### src/rtl/core/assert_macros.svh
// assertion helpers shared by the rtl files
// no dependencies; clocked on posedge, reset active low
`ifndef ASSERT_MACROS_SVH
`define ASSERT_MACROS_SVH

// explicit clock and active-low reset
`define ASSERT_CLK(lbl, ck, rstn, prop, msg) \
	lbl: assert property (@(posedge ck) disable iff (!rstn) prop) else $error(msg);

// block clock clk and reset arst_n
`define ASSERT_STD(lbl, prop, msg) `ASSERT_CLK(lbl, clk, arst_n, prop, msg)

`endif

### src/rtl/core/bsw_pkg.sv
// shared constants, types and helpers of the bmp stream writer
// no dependencies
`timescale 1ns / 1ps

package bsw_pkg;

	localparam int MAX_SIDE   = 16384;
	localparam int HDR_BYTES  = 54;
	localparam int INFO_BYTES = 40;
	localparam int BMP_MAGIC  = 16'h4d42;
	localparam int PIX_PER_M  = 2835;
	localparam int HDR_WORDS  = 14;
	localparam int TASK_DEPTH = 4;
	localparam int TASK_AW    = $clog2(TASK_DEPTH);

	localparam logic [1:0] REG_WIDTH   = 2'd0;
	localparam logic [1:0] REG_HEIGHT  = 2'd1;
	localparam logic [1:0] REG_SRC_BPP = 2'd2;

	localparam logic CMD_START = 1'b0;
	localparam logic CMD_PIXEL = 1'b1;

	// one unit of work handed from front to back
	// header: a = data size; pixel: a = file offset, b = pixel word
	typedef struct packed {
		logic        is_hdr;
		logic        depth4;
		logic        row_end;
		logic [1:0]  pad;
		logic [14:0] width;
		logic [14:0] height;
		logic [31:0] a;
		logic [31:0] b;
	} task_t;

	typedef struct packed {
		logic empty;
		logic full;
	} fifo_stat_t;

	function automatic logic [14:0] clamp_side(input logic [14:0] v);
		logic [14:0] r;
		r = v;
		if (v == 15'd0)
			r = 15'd1;
		else if (int'(v) > MAX_SIDE)
			r = 15'(MAX_SIDE);
		return r;
	endfunction

	function automatic logic [4:0] clamp_src(input logic [4:0] v);
		logic [4:0] r;
		r = v;
		if (v == 5'd0)
			r = 5'd1;
		else if (v > 5'd16)
			r = 5'd16;
		return r;
	endfunction

endpackage

### src/rtl/core/bsw_front.sv
// front end: configuration registers, frame bookkeeping, task generation
// depends on bsw_pkg
`timescale 1ns / 1ps

module bsw_front (
	input  logic               clk,
	input  logic               arst_n,
	input  logic               cfg_we,
	input  logic [1:0]         cfg_index,
	input  logic [14:0]        cfg_data,
	input  logic               push,
	output logic               full,
	input  logic               command,
	input  logic [31:0]        pixel_bytes,
	input  bsw_pkg::fifo_stat_t fifo_stat,
	output logic               task_push,
	output bsw_pkg::task_t     task_o
);
	import bsw_pkg::*;

	localparam logic F_IDLE = 1'b0;
	localparam logic F_CALC = 1'b1;

	logic        state_q;
	logic [14:0] width_q, height_q;
	logic [4:0]  src_bpp_q;

	logic [14:0] w_q, ht_q;
	logic [4:0]  src_q;
	logic        d4_q;
	logic [16:0] pitch_q;
	logic [1:0]  pad_q;
	logic        active_q;
	logic [31:0] row_base_q;
	logic [14:0] column_q;
	logic [16:0] col_off_q;
	logic [14:0] rows_left_q;

	logic [14:0] w_c, ht_c;
	logic [4:0]  src_c;
	logic        d4_c;
	logic [16:0] line_c, pitch_c;
	logic [1:0]  pad_c;
	logic [31:0] ds_c, rb_c, off_c, data_c;
	logic [7:0]  b0;
	logic        accept, is_pix, row_end;
	logic [16:0] depth_c;

	assign full   = (state_q != F_IDLE) || fifo_stat.full;
	assign accept = push && !full;
	assign is_pix = accept && (command == CMD_PIXEL) && active_q;

	always_comb begin
		w_c     = clamp_side(width_q);
		ht_c    = clamp_side(height_q);
		src_c   = clamp_src(src_bpp_q);
		d4_c    = src_c > 5'd4;
		line_c  = d4_c ? {w_c, 2'b00} : ({2'b00, w_c} + {1'b0, w_c, 1'b0});
		pad_c   = 2'd0 - line_c[1:0];
		pitch_c = line_c + {15'd0, pad_c};
	end

	// frame geometry, used in the F_CALC state of a start
	assign ds_c = {17'd0, ht_q} * {15'd0, pitch_q};
	assign rb_c = ds_c - {15'd0, pitch_q} + 32'(HDR_BYTES);

	assign depth_c = d4_q ? 17'd4 : 17'd3;
	assign off_c   = row_base_q + {15'd0, col_off_q};
	assign row_end = column_q == (w_q - 15'd1);
	assign b0      = pixel_bytes[7:0];

	always_comb begin
		if (d4_q)
			data_c = pixel_bytes;
		else if (src_q >= 5'd3)
			data_c = {8'd0, pixel_bytes[23:0]};
		else if (src_q == 5'd2)
			data_c = {8'd0, b0, pixel_bytes[15:0]};
		else
			data_c = {8'd0, b0, b0, b0};
	end

	always_comb begin
		task_push      = 1'b0;
		task_o.is_hdr  = 1'b0;
		task_o.depth4  = d4_q;
		task_o.row_end = row_end;
		task_o.pad     = pad_q;
		task_o.width   = w_q;
		task_o.height  = ht_q;
		task_o.a       = off_c;
		task_o.b       = data_c;
		if (state_q == F_CALC) begin
			task_push     = 1'b1;
			task_o.is_hdr = 1'b1;
			task_o.a      = ds_c;
			task_o.b      = 32'd0;
		end else if (is_pix) begin
			task_push = 1'b1;
		end
	end

	always_ff @(posedge clk or negedge arst_n) begin
		if (!arst_n) begin
			state_q     <= F_IDLE;
			width_q     <= 15'd1;
			height_q    <= 15'd1;
			src_bpp_q   <= 5'd3;
			w_q         <= 15'd0;
			ht_q        <= 15'd0;
			src_q       <= 5'd0;
			d4_q        <= 1'b0;
			pitch_q     <= 17'd0;
			pad_q       <= 2'd0;
			active_q    <= 1'b0;
			row_base_q  <= 32'd0;
			column_q    <= 15'd0;
			col_off_q   <= 17'd0;
			rows_left_q <= 15'd0;
		end else begin
			if (cfg_we) begin
				case (cfg_index)
					REG_WIDTH:   width_q   <= cfg_data;
					REG_HEIGHT:  height_q  <= cfg_data;
					REG_SRC_BPP: src_bpp_q <= cfg_data[4:0];
					default: ;
				endcase
			end
			case (state_q)
				F_IDLE: begin
					if (accept && command == CMD_START) begin
						w_q         <= w_c;
						ht_q        <= ht_c;
						src_q       <= src_c;
						d4_q        <= d4_c;
						pitch_q     <= pitch_c;
						pad_q       <= pad_c;
						rows_left_q <= ht_c;
						column_q    <= 15'd0;
						col_off_q   <= 17'd0;
						active_q    <= 1'b0;
						state_q     <= F_CALC;
					end else if (is_pix) begin
						if (row_end) begin
							column_q    <= 15'd0;
							col_off_q   <= 17'd0;
							rows_left_q <= rows_left_q - 15'd1;
							if (rows_left_q == 15'd1)
								active_q <= 1'b0;
							else
								row_base_q <= row_base_q - {15'd0, pitch_q};
						end else begin
							column_q  <= column_q + 15'd1;
							col_off_q <= col_off_q + depth_c;
						end
					end
				end
				F_CALC: begin
					row_base_q <= rb_c;
					active_q   <= 1'b1;
					state_q    <= F_IDLE;
				end
				default: state_q <= F_IDLE;
			endcase
		end
	end

endmodule

### src/rtl/core/bsw_task_fifo.sv
// short task queue between front and back
// depends on bsw_pkg
`timescale 1ns / 1ps

module bsw_task_fifo (
	input  logic                clk,
	input  logic                arst_n,
	input  logic                wr_en,
	input  bsw_pkg::task_t      wr_task,
	input  logic                rd_en,
	output bsw_pkg::task_t      rd_task,
	output bsw_pkg::fifo_stat_t stat
);
	import bsw_pkg::*;

	task_t                mem_q [TASK_DEPTH];
	logic [TASK_AW-1:0]   wptr_q, rptr_q;
	logic [TASK_AW:0]     count_q;
	logic                 do_wr, do_rd;

	assign stat.empty = count_q == '0;
	assign stat.full  = count_q == (TASK_AW+1)'(TASK_DEPTH);
	assign do_wr      = wr_en && !stat.full;
	assign do_rd      = rd_en && !stat.empty;
	assign rd_task    = mem_q[rptr_q];

	always_ff @(posedge clk) begin
		if (do_wr)
			mem_q[wptr_q] <= wr_task;
	end

	always_ff @(posedge clk or negedge arst_n) begin
		if (!arst_n) begin
			wptr_q  <= '0;
			rptr_q  <= '0;
			count_q <= '0;
		end else begin
			if (do_wr)
				wptr_q <= (wptr_q == TASK_AW'(TASK_DEPTH - 1)) ? '0 : wptr_q + 1'b1;
			if (do_rd)
				rptr_q <= (rptr_q == TASK_AW'(TASK_DEPTH - 1)) ? '0 : rptr_q + 1'b1;
			if (do_wr && !do_rd)
				count_q <= count_q + 1'b1;
			else if (do_rd && !do_wr)
				count_q <= count_q - 1'b1;
		end
	end

endmodule

### src/rtl/core/bsw_back.sv
// back end: expands tasks into file writes, holds the result register
// depends on bsw_pkg
`timescale 1ns / 1ps

module bsw_back (
	input  logic                clk,
	input  logic                arst_n,
	input  bsw_pkg::task_t      head,
	input  bsw_pkg::fifo_stat_t fifo_stat,
	output logic                task_pop,
	output logic                empty,
	input  logic                pop,
	output logic [31:0]         write_offset,
	output logic [31:0]         write_data,
	output logic [2:0]          byte_count,
	output logic                last
);
	import bsw_pkg::*;

	logic [3:0]  idx_q;
	logic        valid_q;
	logic        advance, last_word, has_pad;
	logic [31:0] off_c, data_c, fsize;
	logic [2:0]  cnt_c;
	logic [15:0] bpp;
	logic [31:0] depth_c;

	assign advance  = !fifo_stat.empty && (!valid_q || pop);
	assign has_pad  = head.row_end && (head.pad != 2'd0);
	assign fsize    = head.a + 32'(HDR_BYTES);
	assign bpp      = head.depth4 ? 16'd32 : 16'd24;
	assign depth_c  = head.depth4 ? 32'd4 : 32'd3;
	assign task_pop = advance && last_word;
	assign empty    = !valid_q;

	always_comb begin
		if (head.is_hdr)
			last_word = idx_q == 4'(HDR_WORDS - 1);
		else
			last_word = (idx_q != 4'd0) || !has_pad;
	end

	always_comb begin
		off_c  = {26'd0, idx_q, 2'b00};
		cnt_c  = 3'd4;
		data_c = 32'd0;
		if (head.is_hdr) begin
			// header word at byte offset 4 * idx
			case (idx_q)
				4'd0:  data_c = {fsize[15:0], 16'(BMP_MAGIC)};
				4'd1:  data_c = {16'd0, fsize[31:16]};
				4'd2:  data_c = {16'(HDR_BYTES), 16'd0};
				4'd3:  data_c = {16'(INFO_BYTES), 16'd0};
				4'd4:  data_c = {1'b0, head.width, 16'd0};
				4'd5:  data_c = {1'b0, head.height, 16'd0};
				4'd6:  data_c = {16'd1, 16'd0};
				4'd7:  data_c = {16'd0, bpp};
				4'd8:  data_c = {head.a[15:0], 16'd0};
				4'd9:  data_c = {16'(PIX_PER_M), head.a[31:16]};
				4'd10: data_c = {16'(PIX_PER_M), 16'd0};
				4'd13: cnt_c  = 3'd2;
				default: data_c = 32'd0;
			endcase
		end else if (idx_q == 4'd0) begin
			off_c  = head.a;
			data_c = head.b;
			cnt_c  = head.depth4 ? 3'd4 : 3'd3;
		end else begin
			// row padding right after the last pixel
			off_c  = head.a + depth_c;
			data_c = 32'd0;
			cnt_c  = {1'b0, head.pad};
		end
	end

	always_ff @(posedge clk) begin
		if (advance) begin
			write_offset <= off_c;
			write_data   <= data_c;
			byte_count   <= cnt_c;
			last         <= last_word;
		end
	end

	always_ff @(posedge clk or negedge arst_n) begin
		if (!arst_n) begin
			idx_q   <= 4'd0;
			valid_q <= 1'b0;
		end else begin
			if (advance) begin
				valid_q <= 1'b1;
				idx_q   <= last_word ? 4'd0 : idx_q + 4'd1;
			end else if (pop) begin
				valid_q <= 1'b0;
			end
		end
	end

endmodule

### src/rtl/core/bmp_stream_writer_top.sv
// bmp stream writer, top level: front end, task queue and back end
// A pixel word becomes one task and leaves as one write, two at the end
// of a row that needs padding; the back end's one-word-per-cycle result
// register sets that pace while pop drains it. A start registers the
// geometry, then holds the input in F_CALC for the 15x17 size multiply.
// The back end expands the header into fourteen words; the header task
// holds one of the four queue entries meanwhile, so up to three pixels
// are taken while it is expanded. Configuration is sampled at start.
// depends on bsw_pkg, bsw_front, bsw_task_fifo, bsw_back, assert_macros.svh
`timescale 1ns / 1ps
`include "assert_macros.svh"

module bmp_stream_writer_top (
	input  logic        clk,
	input  logic        arst_n,
	input  logic        cfg_we,
	input  logic [1:0]  cfg_index,
	input  logic [14:0] cfg_data,
	input  logic        push,
	output logic        full,
	input  logic        command,
	input  logic [31:0] pixel_bytes,
	output logic        empty,
	input  logic        pop,
	output logic [31:0] write_offset,
	output logic [31:0] write_data,
	output logic [2:0]  byte_count,
	output logic        last
);
	import bsw_pkg::*;

	task_t      task_in, task_head;
	fifo_stat_t fifo_stat;
	logic       task_push, task_pop;

	bsw_front u_front (
		.clk         (clk),
		.arst_n      (arst_n),
		.cfg_we      (cfg_we),
		.cfg_index   (cfg_index),
		.cfg_data    (cfg_data),
		.push        (push),
		.full        (full),
		.command     (command),
		.pixel_bytes (pixel_bytes),
		.fifo_stat   (fifo_stat),
		.task_push   (task_push),
		.task_o      (task_in)
	);

	bsw_task_fifo u_fifo (
		.clk     (clk),
		.arst_n  (arst_n),
		.wr_en   (task_push),
		.wr_task (task_in),
		.rd_en   (task_pop),
		.rd_task (task_head),
		.stat    (fifo_stat)
	);

	bsw_back u_back (
		.clk          (clk),
		.arst_n       (arst_n),
		.head         (task_head),
		.fifo_stat    (fifo_stat),
		.task_pop     (task_pop),
		.empty        (empty),
		.pop          (pop),
		.write_offset (write_offset),
		.write_data   (write_data),
		.byte_count   (byte_count),
		.last         (last)
	);

	`ASSERT_STD(a_no_push_full, task_push |-> !fifo_stat.full, "task pushed into full queue")
	`ASSERT_STD(a_start_holds, (push && !full && command == CMD_START) |=> full, "start did not stall input")
	`ASSERT_STD(a_count_range, !empty |-> (byte_count != 3'd0 && byte_count <= 3'd4), "bad byte count")
	`ASSERT_STD(a_upper_zero, (!empty && byte_count == 3'd2) |-> (write_data[31:16] == 16'd0), "dirty upper bytes")

endmodule
### config.mk
export PLATFORM = sky130hd
export DESIGN_NAME = bmp_stream_writer_top
export DESIGN_NICKNAME = d
export VERILOG_FILES = /design/src/rtl/core/bsw_pkg.sv /design/src/rtl/core/bsw_front.sv /design/src/rtl/core/bsw_task_fifo.sv /design/src/rtl/core/bsw_back.sv /design/src/rtl/core/bmp_stream_writer_top.sv
export VERILOG_INCLUDE_DIRS = /design/src /design/src/rtl/core
export SDC_FILE = /design/constraint.sdc
export NUM_CORES = 2
export LEC_CHECK = 0
export ABC_AREA = 1
export BUFFER_PORTS_ARGS = -buffer_cell sky130_fd_sc_hd__buf_4
export CAP_MARGIN = 20
export CORE_UTILIZATION = 65
export CTS_BUF_LIST = sky130_fd_sc_hd__clkbuf_4
export CTS_CLUSTER_DIAMETER = 60
export DETAILED_ROUTE_END_ITERATION = 12
export PLACE_DENSITY = 0.83
export SETUP_SLACK_MARGIN = 0.02
export SLEW_MARGIN = 20
export SYNTH_ARGS = -nofsm -noshare
export SYNTH_HDL_FRONTEND = slang
export SYNTH_SLANG_ARGS = --single-unit
### constraint.sdc
create_clock -name clk -period 18 [get_ports clk]
set_input_delay 3.6 -clock clk [delete_from_list [all_inputs] [get_ports clk]]
set_output_delay 3.6 -clock clk [all_outputs]
set_load 0.005 [all_outputs]
== Word level (Yosys, flattened, before mapping) ==
Memory sizes are Yosys's and may differ from the RTL's.
Cells that the tools add are included.

* Output and inout port bits: 70
* Memory bits (writable): 396
* Register bits: 251
* Word-level logic and storage cells: 176
* Bits of input ports: 55
* Memories: 1

* Mux-type cells: 57
* Add/subtract/negate cells: 18
* Reduce and logical (&&, ||, !) cells: 41
* Equality and inequality tests: 26
* $lt $le $gt $ge: 5
* Multiply operators: 1
* Bitwise gates (word level): 2

{| class="wikitable"
|+ Memory list
! memory !! words !! width !! rd ports !! clocked after Yosys merged registers in !! write ports !! RTL line !! source
|-
| u_fifo.mem_q || 4 || 99 || 1 || 0 || 1 || bsw_task_fifo.sv:16 || <nowiki>task_t mem_q [TASK_DEPTH];</nowiki>
|}

{| class="wikitable"
|+ Operators by type and width
! kind !! number
|-
| $pmux 32 s11 || 1
|-
| $mux 32 || 8
|-
| $mux 15 || 10
|-
| $mux 17 || 4
|-
| $add 32x6->32 const B || 2
|-
| $mux 64 || 1
|-
| $pmux 32 s2 || 1
|-
| $sub 32x17->32 || 2
|-
| $add 32x17->32 || 1
|-
| $add 32x32->32 || 1
|-
| $mul 15x17->32 || 1
|-
| $gt 15x15->1 const B || 2
|-
| $logic_not 15->1 || 2
|-
| $sub 15x1->15 const B || 2
|-
| $mux 24 || 1
|-
| $mux 3 || 8
|-
| $add 15x16->17 || 1
|-
| $add 17x17->17 || 1
|-
| $add 17x2->17 || 1
|-
| $eq 4x3->1 const B || 4
|-
| $eq 4x4->1 const B || 4
|-
| $mux 16 || 1
|-
| $add 15x1->15 const B || 1
|-
| $eq 15x1->1 const B || 1
|-
| 37 further kinds || 89
|}

== Depth between registers and ports, before layout ==
* Depth after elaboration: 13
* Mapped depth: 40
* Gate-level depth less buffers: 38

== Cells and area by module ==
From an unflattened synthesis, not the netlist that was laid out.

* Cell total of the unflattened synthesis: 5225
* Area, all modules: 43928.4 um^2

{| class="wikitable"
|+ By module, submodules not included
! module !! cells each !! area an instance (um^2) !! seq. area each (um^2) !! times used
|-
| bsw_front || 3232 || 22441.5 || 4234.1 || 1
|-
| bsw_task_fifo || 1215 || 16016.6 || 12066.6 || 1
|-
| bsw_back || 778 || 5470.2 || 2167.1 || 1
|}

== Least setup slack after synthesis ==
No wires, ideal clock.

* Kind: input port to flip-flop
* Start: input port pop
* End: register u_fifo.count_q[1]
* Data required time: 17.877 ns
* Stages on the path: 10
* Path buffers: 0
* Setup slack: 9.079 ns
* Setup time: 0.123 ns
* Arrival: 8.798 ns
* Cell sequence: nor2_1 > a31oi_1 > inv_1 > nor2_1 > inv_1 > ha_1 > inv_1 > fa_1 > nor2_1 > a21oi_1

* Longest elaborated chain between the ends: 7
* Elaborated cells on any way between the ends: 9
* Classes of those cells: mux: 1; reduce/logical: 8

{| class="wikitable"
|+ RTL lines
! item !! RTL line !! source
|-
| from (decl) || bmp_stream_writer_top.sv:24 || <nowiki>input logic pop,</nowiki>
|-
| $logic_or 1x1->1 * || bsw_back.sv:28 || <nowiki>assign advance = !fifo_stat.empty && (!valid_q || pop);</nowiki>
|-
| $logic_and 1x1->1 * || bsw_back.sv:28 ||
|-
| named net u_back.advance || bsw_back.sv:22 || <nowiki>logic advance, last_word, has_pad;</nowiki>
|-
| $logic_and 1x1->1 * || bsw_back.sv:33 || <nowiki>assign task_pop = advance && last_word;</nowiki>
|-
| $logic_and 1x1->1 * || bsw_task_fifo.sv:24 || <nowiki>assign do_rd = rd_en && !stat.empty;</nowiki>
|-
| $logic_not 1->1 || bsw_task_fifo.sv:42 || <nowiki>if (do_wr && !do_rd)</nowiki>
|-
| $logic_and 1x1->1 || bsw_task_fifo.sv:42 ||
|-
| $mux 3 / $reduce_bool 2->1 (equally long branches) || - ||
|-
| to (signal assigned) || bsw_task_fifo.sv:43 || <nowiki>count_q <= count_q + 1'b1;</nowiki>
|-
| to (signal assigned) || bsw_task_fifo.sv:45 || <nowiki>count_q <= count_q - 1'b1;</nowiki>
|-
| to (decl) || bsw_task_fifo.sv:18 || <nowiki>logic [TASK_AW:0] count_q;</nowiki>
|}

The timed path passes the listed nets; every way through them passes the cells marked *.
A chain may end at the register's enable or synchronous reset.

== Final worst setup path ==
* Start: register u_front.ht_q[14]
* End: register u_front.row_base_q[28]

* Longest elaborated chain between the ends: 4

{| class="wikitable"
|+ RTL lines
! item !! RTL line !! source
|-
| from (decl) || bsw_front.sv:28 || <nowiki>logic [14:0] w_q, ht_q;</nowiki>
|-
| from (signal assigned) || bsw_front.sv:133 || <nowiki>ht_q <= ht_c;</nowiki>
|-
| $mul 15x17->32 || bsw_front.sv:64 || <nowiki>assign ds_c = {17'd0, ht_q} * {15'd0, pitch_q};</nowiki>
|-
| $sub 32x17->32 || bsw_front.sv:65 || <nowiki>assign rb_c = ds_c - {15'd0, pitch_q} + 32'(HDR_BYTES);</nowiki>
|-
| $add 32x6->32 || bsw_front.sv:65 ||
|-
| $pmux 32 s2 || bsw_front.sv:129 || <nowiki>case (state_q)</nowiki>
|-
| to (signal assigned) || bsw_front.sv:151 || <nowiki>row_base_q <= row_base_q - {15'd0, pitch_q};</nowiki>
|-
| to (signal assigned) || bsw_front.sv:159 || <nowiki>row_base_q <= rb_c;</nowiki>
|-
| to (decl) || bsw_front.sv:34 || <nowiki>logic [31:0] row_base_q;</nowiki>
|}

No other way between the ends.

==> run summary <==
Once detail routing completed, the nets flagged for antenna violations numbered 0. The core region is 64,700 um2. The max-cap violation count was 0; the pin count of the biggest net entering global routing was 101.

For the worst-case headroom to the max-slew limit, the log shows 29.5%. Library cell contributing the largest single delay on the critical path: dfrtp_1. For the final database, setup skew stands at 0.0932 ns. Measured on the finished design, the core utilization comes to 71.3%. Clock latency on the worst-skew pair, taken at its later pin, is 1.02 ns. Counting instances, the worst hold path has a depth of 2. Leaving out fill and tap cells, the most frequent cell in the layout is nand2_1. Counting every instance in the synthesized netlist gives 4,922. The count of buffers inserted at the top-level ports was 124. The average instance area after synthesis works out to 8.68 um2.

The run gives 65 as the count of cell types in the netlist. STA classifies the critical path startpoint as a flop. The first-pass GRT wire length was 181 mm. Path category of the worst min-delay check: flop to flop.

The fraction of final layout cells sized beyond drive strength 1 was 9.97%; the CTS buffer count was 161. The tools report the global routing met2 resource utilization as 57.0%. The total global-route track usage is 34.9%, and the count of endpoints failing hold in the final timing report is 0. Once the clock tree was built, the resizer swapped 0 gates to a different size. The die is 258 um tall. The slew at the pin closest to its max-slew limit came out at 1.05 ns.

The synthesized cell area is 42,700 um2, and the HPWL after detailed placement is 82.0 mm. The worst register-to-register path has a setup slack of 10.10 ns. The layer flagged by global routing as most heavily used is met2. After synthesis the netlist holds a flip-flop and latch count of 645. The area added between synthesis and finish is 7.94%. The critical path start-end classification was flop to flop. The total overflow left after global routing is 0. Pre-CTS worst setup slack: 10.16 ns. Setup repair after global routing left no endpoint under its margin.

The routed wire length per instance is 19.0 um, and the residual DRC count is 0. In this run, post-CTS hold repair placed 0 buffers. For this configuration, the core starts out at a cell density of 66.0%. TritonCTS built the clock tree. Summed over all failing endpoints, the final setup total negative slack is 0 ns.

Global routing used 6.99% of the available met3 tracks. The run gives 93 as the number of placement rows. The wire length after detailed routing came out at 114 mm. The clock input transition at the sequential cells of the worst setup and hold paths was 0.06 ns; the data arrival time of the critical path was 8.80 ns.

The most frequently used flop master after synthesis was edfxtp_1. The clock tree root buffer cell is clkbuf_4. The cell repeated most along the worst path was nand2_1. The critical path starts at u_front.ht_q[14].

After synthesis, the share of flip-flops with an asynchronous set or reset is 28.1%. The startpoint of the most critical register-to-register path is u_front.ht_q[14]. The sequential area share after synthesis is 43.2%.

The worst setup path is captured at a flop. The final period demand of the worst path is 7.90 ns. The synthesized net count is 5,372. Delay contributed by the slowest stage of the critical path: 0.82 ns. The die covers 66,700 um2. The clock tree synthesis step divided the H-tree into 4 levels. The first detailed-routing pass ran for 8 iterations. The clock net in this run drives a total of 645 sinks. The run gives 127 MHz as the peak clock frequency supported by timing. The number of global-route vias before repair is 34,700, and the number of placed I/O pins is 125.

The worst path meets setup with 10.10 ns of slack. The worst hold path endpoint was u_front.width_q[13]. Final weighted congestion of routability-driven global placement: 0.995. The number of setup buffers added after CTS was 0. After layout, the worst path uses 43.9% of the clock period. Counting along the longest clock path gives a buffer depth of 3. The run gives 1 as the initial antenna violation count.

The logs give 35,300 for the total via count in the routed design and 18.90 ns for the data required time of the critical path. Leaving out fill and tap cells, the most frequent cells in the layout are nand2_1 (1,088), inv_1 (724), edfxtp_1 (464), nor2_1 (386), o21ai_0 (379). The first-iteration detailed-routing DRC count is 3,595. Setup violations remaining at the end of the flow were counted as 0. The number of flops mapped to enable cells by yosys is 464. The run finished with clean final reports.

The total count of max-transition violations in the final report was 0; the die width was 258 um. Global routing consumed, on the met1 layer, 44.1% of the routing resources. The cell depth of the worst flop-to-flop path works out to 32. Synthesis warning total: 0. The average vias per placed instance is 5.87, and the worst-path maximum fanout is 21. The net count of the finished layout is 5,479.

In this run the critical register-to-register path is captured at u_front.row_base_q[28]. In this run the most critical hold path is launched from u_front.width_q[13].
## through the flow
step	hold slack, ns	area, um2	instances
detailed placement	0.477	44000	5721
CTS	0.494	46100	6009
floorplan	0.453	42700	4922
global placement	0.472	44000	5721
finish	0.492	46100	6011
global route	0.529	46100	6011
## sequential cells by signal (all words and copies together) (netlist names), 2 cells and up
| name | cells |
|---|---|
| u_fifo.mem_q | 396 |
| u_back.write_data | 32 |
| u_back.write_offset | 32 |
| u_front.row_base_q | 31 |
| u_front.col_off_q | 17 |
| u_front.pitch_q | 16 |
| u_front.column_q | 15 |
| u_front.height_q | 15 |
| u_front.ht_q | 15 |
| u_front.rows_left_q | 15 |
| u_front.w_q | 15 |
| u_front.width_q | 15 |
| u_front.src_bpp_q | 5 |
| u_front.src_q | 5 |
| u_back.idx_q | 4 |
| u_back.byte_count | 3 |
| u_fifo.count_q | 3 |
| u_fifo.rptr_q | 2 |
| u_fifo.wptr_q | 2 |
| u_front.pad_q | 2 |
## layout make-up
| cell class | instances | area, um2 |
|---|---|---|
| antenna | 2 | 5.00 |
| clock buffer | 218 | 1640 |
| clock inverter | 70 | 415 |
| fill | 4797 | 18600 |
| inverter | 753 | 2830 |
| multi-input combinational | 3319 | 20500 |
| sequential | 645 | 18500 |
| tap | 855 | 1070 |
| timing repair buffer | 149 | 1120 |
## layer usage
layer	vias to the layer above	share of wire (%)
met4	0	5.0
met3	339	9.0
met1	16700	38
met5	-	0
li1	16500	-
met2	1739	48
## cells by family after synthesis
logic type,count (synthesis),synth area share [%]
AND/OR/NAND/NOR,1926,19.0
buffers and inverters,958,8.81
AO/OA/AOI/OAI,876,11.6
flip-flops,645,43.2
adder cells (fa/ha/maj),395,14.8
XOR/XNOR,122,2.50
## worst max-delay path, delay by kind of cell (launching register included)
family	cells	cell delay [ns]
buffers and inverters	5	0.31
flip-flops	1	0.82
XOR/XNOR	1	0.36
AO/OA/AOI/OAI	4	0.64
adder cells (fa/ha/maj)	8	3.96
AND/OR/NAND/NOR	14	1.73
## synth_stat cells (5+ instances only)
cell	count	area (um2)
fa_1	185	3700
dfrtp_1	177	4430
inv_2	24	90.1
edfxtp_1	464	13900
o31ai_1	8	60.1
a221o_1	6	60.1
nor2_2	18	113
o22ai_1	60	375
o211ai_1	15	113
nand2_1	1088	4080
ha_1	210	2630
inv_1	726	2730
o21ai_0	379	1900
nand4_1	44	275
xnor2_1	44	385
or2_2	10	62.6
o21a_1	12	90.1
nor4_1	19	119
nor3_1	64	320
a22o_1	26	228
nor2_1	393	1480
and3_1	5	31.3
a31oi_1	19	119
buf_1	11	41.3
o21ai_2	6	52.6
buf_6	12	135
a221oi_1	10	87.6
a21oi_1	258	1290
nor3_2	9	90.1
buf_4	7	52.6
a21o_1	9	67.6
clkbuf_1	142	533
nand2_2	18	113
nor2_4	7	78.8
o21bai_1	15	113
o21ai_1	24	120
xor2_1	78	683
nand3_1	226	1130
buf_2	32	160
o2111ai_1	8	70.1
o221ai_1	5	43.8
nand3b_1	9	67.6
## worst max-delay path by stage
stage	endpoint	slack (ns)	cells past startpoint
5_1_grt	u_front.row_base_q[27]	9.38	30
3_5_place_dp	u_front.row_base_q[28]	10.16	32
6_report	u_front.row_base_q[28]	10.10	32
4_1_cts	u_front.row_base_q[28]	10.12	32
3_3_place_gp	u_front.row_base_q[28]	10.36	30
2_1_floorplan	u_fifo.count_q[1]	9.08	10
Power is left out: the tool's default activity adds up to more than one toggle a clock period on the data nets, which glitch-free logic cannot reach.
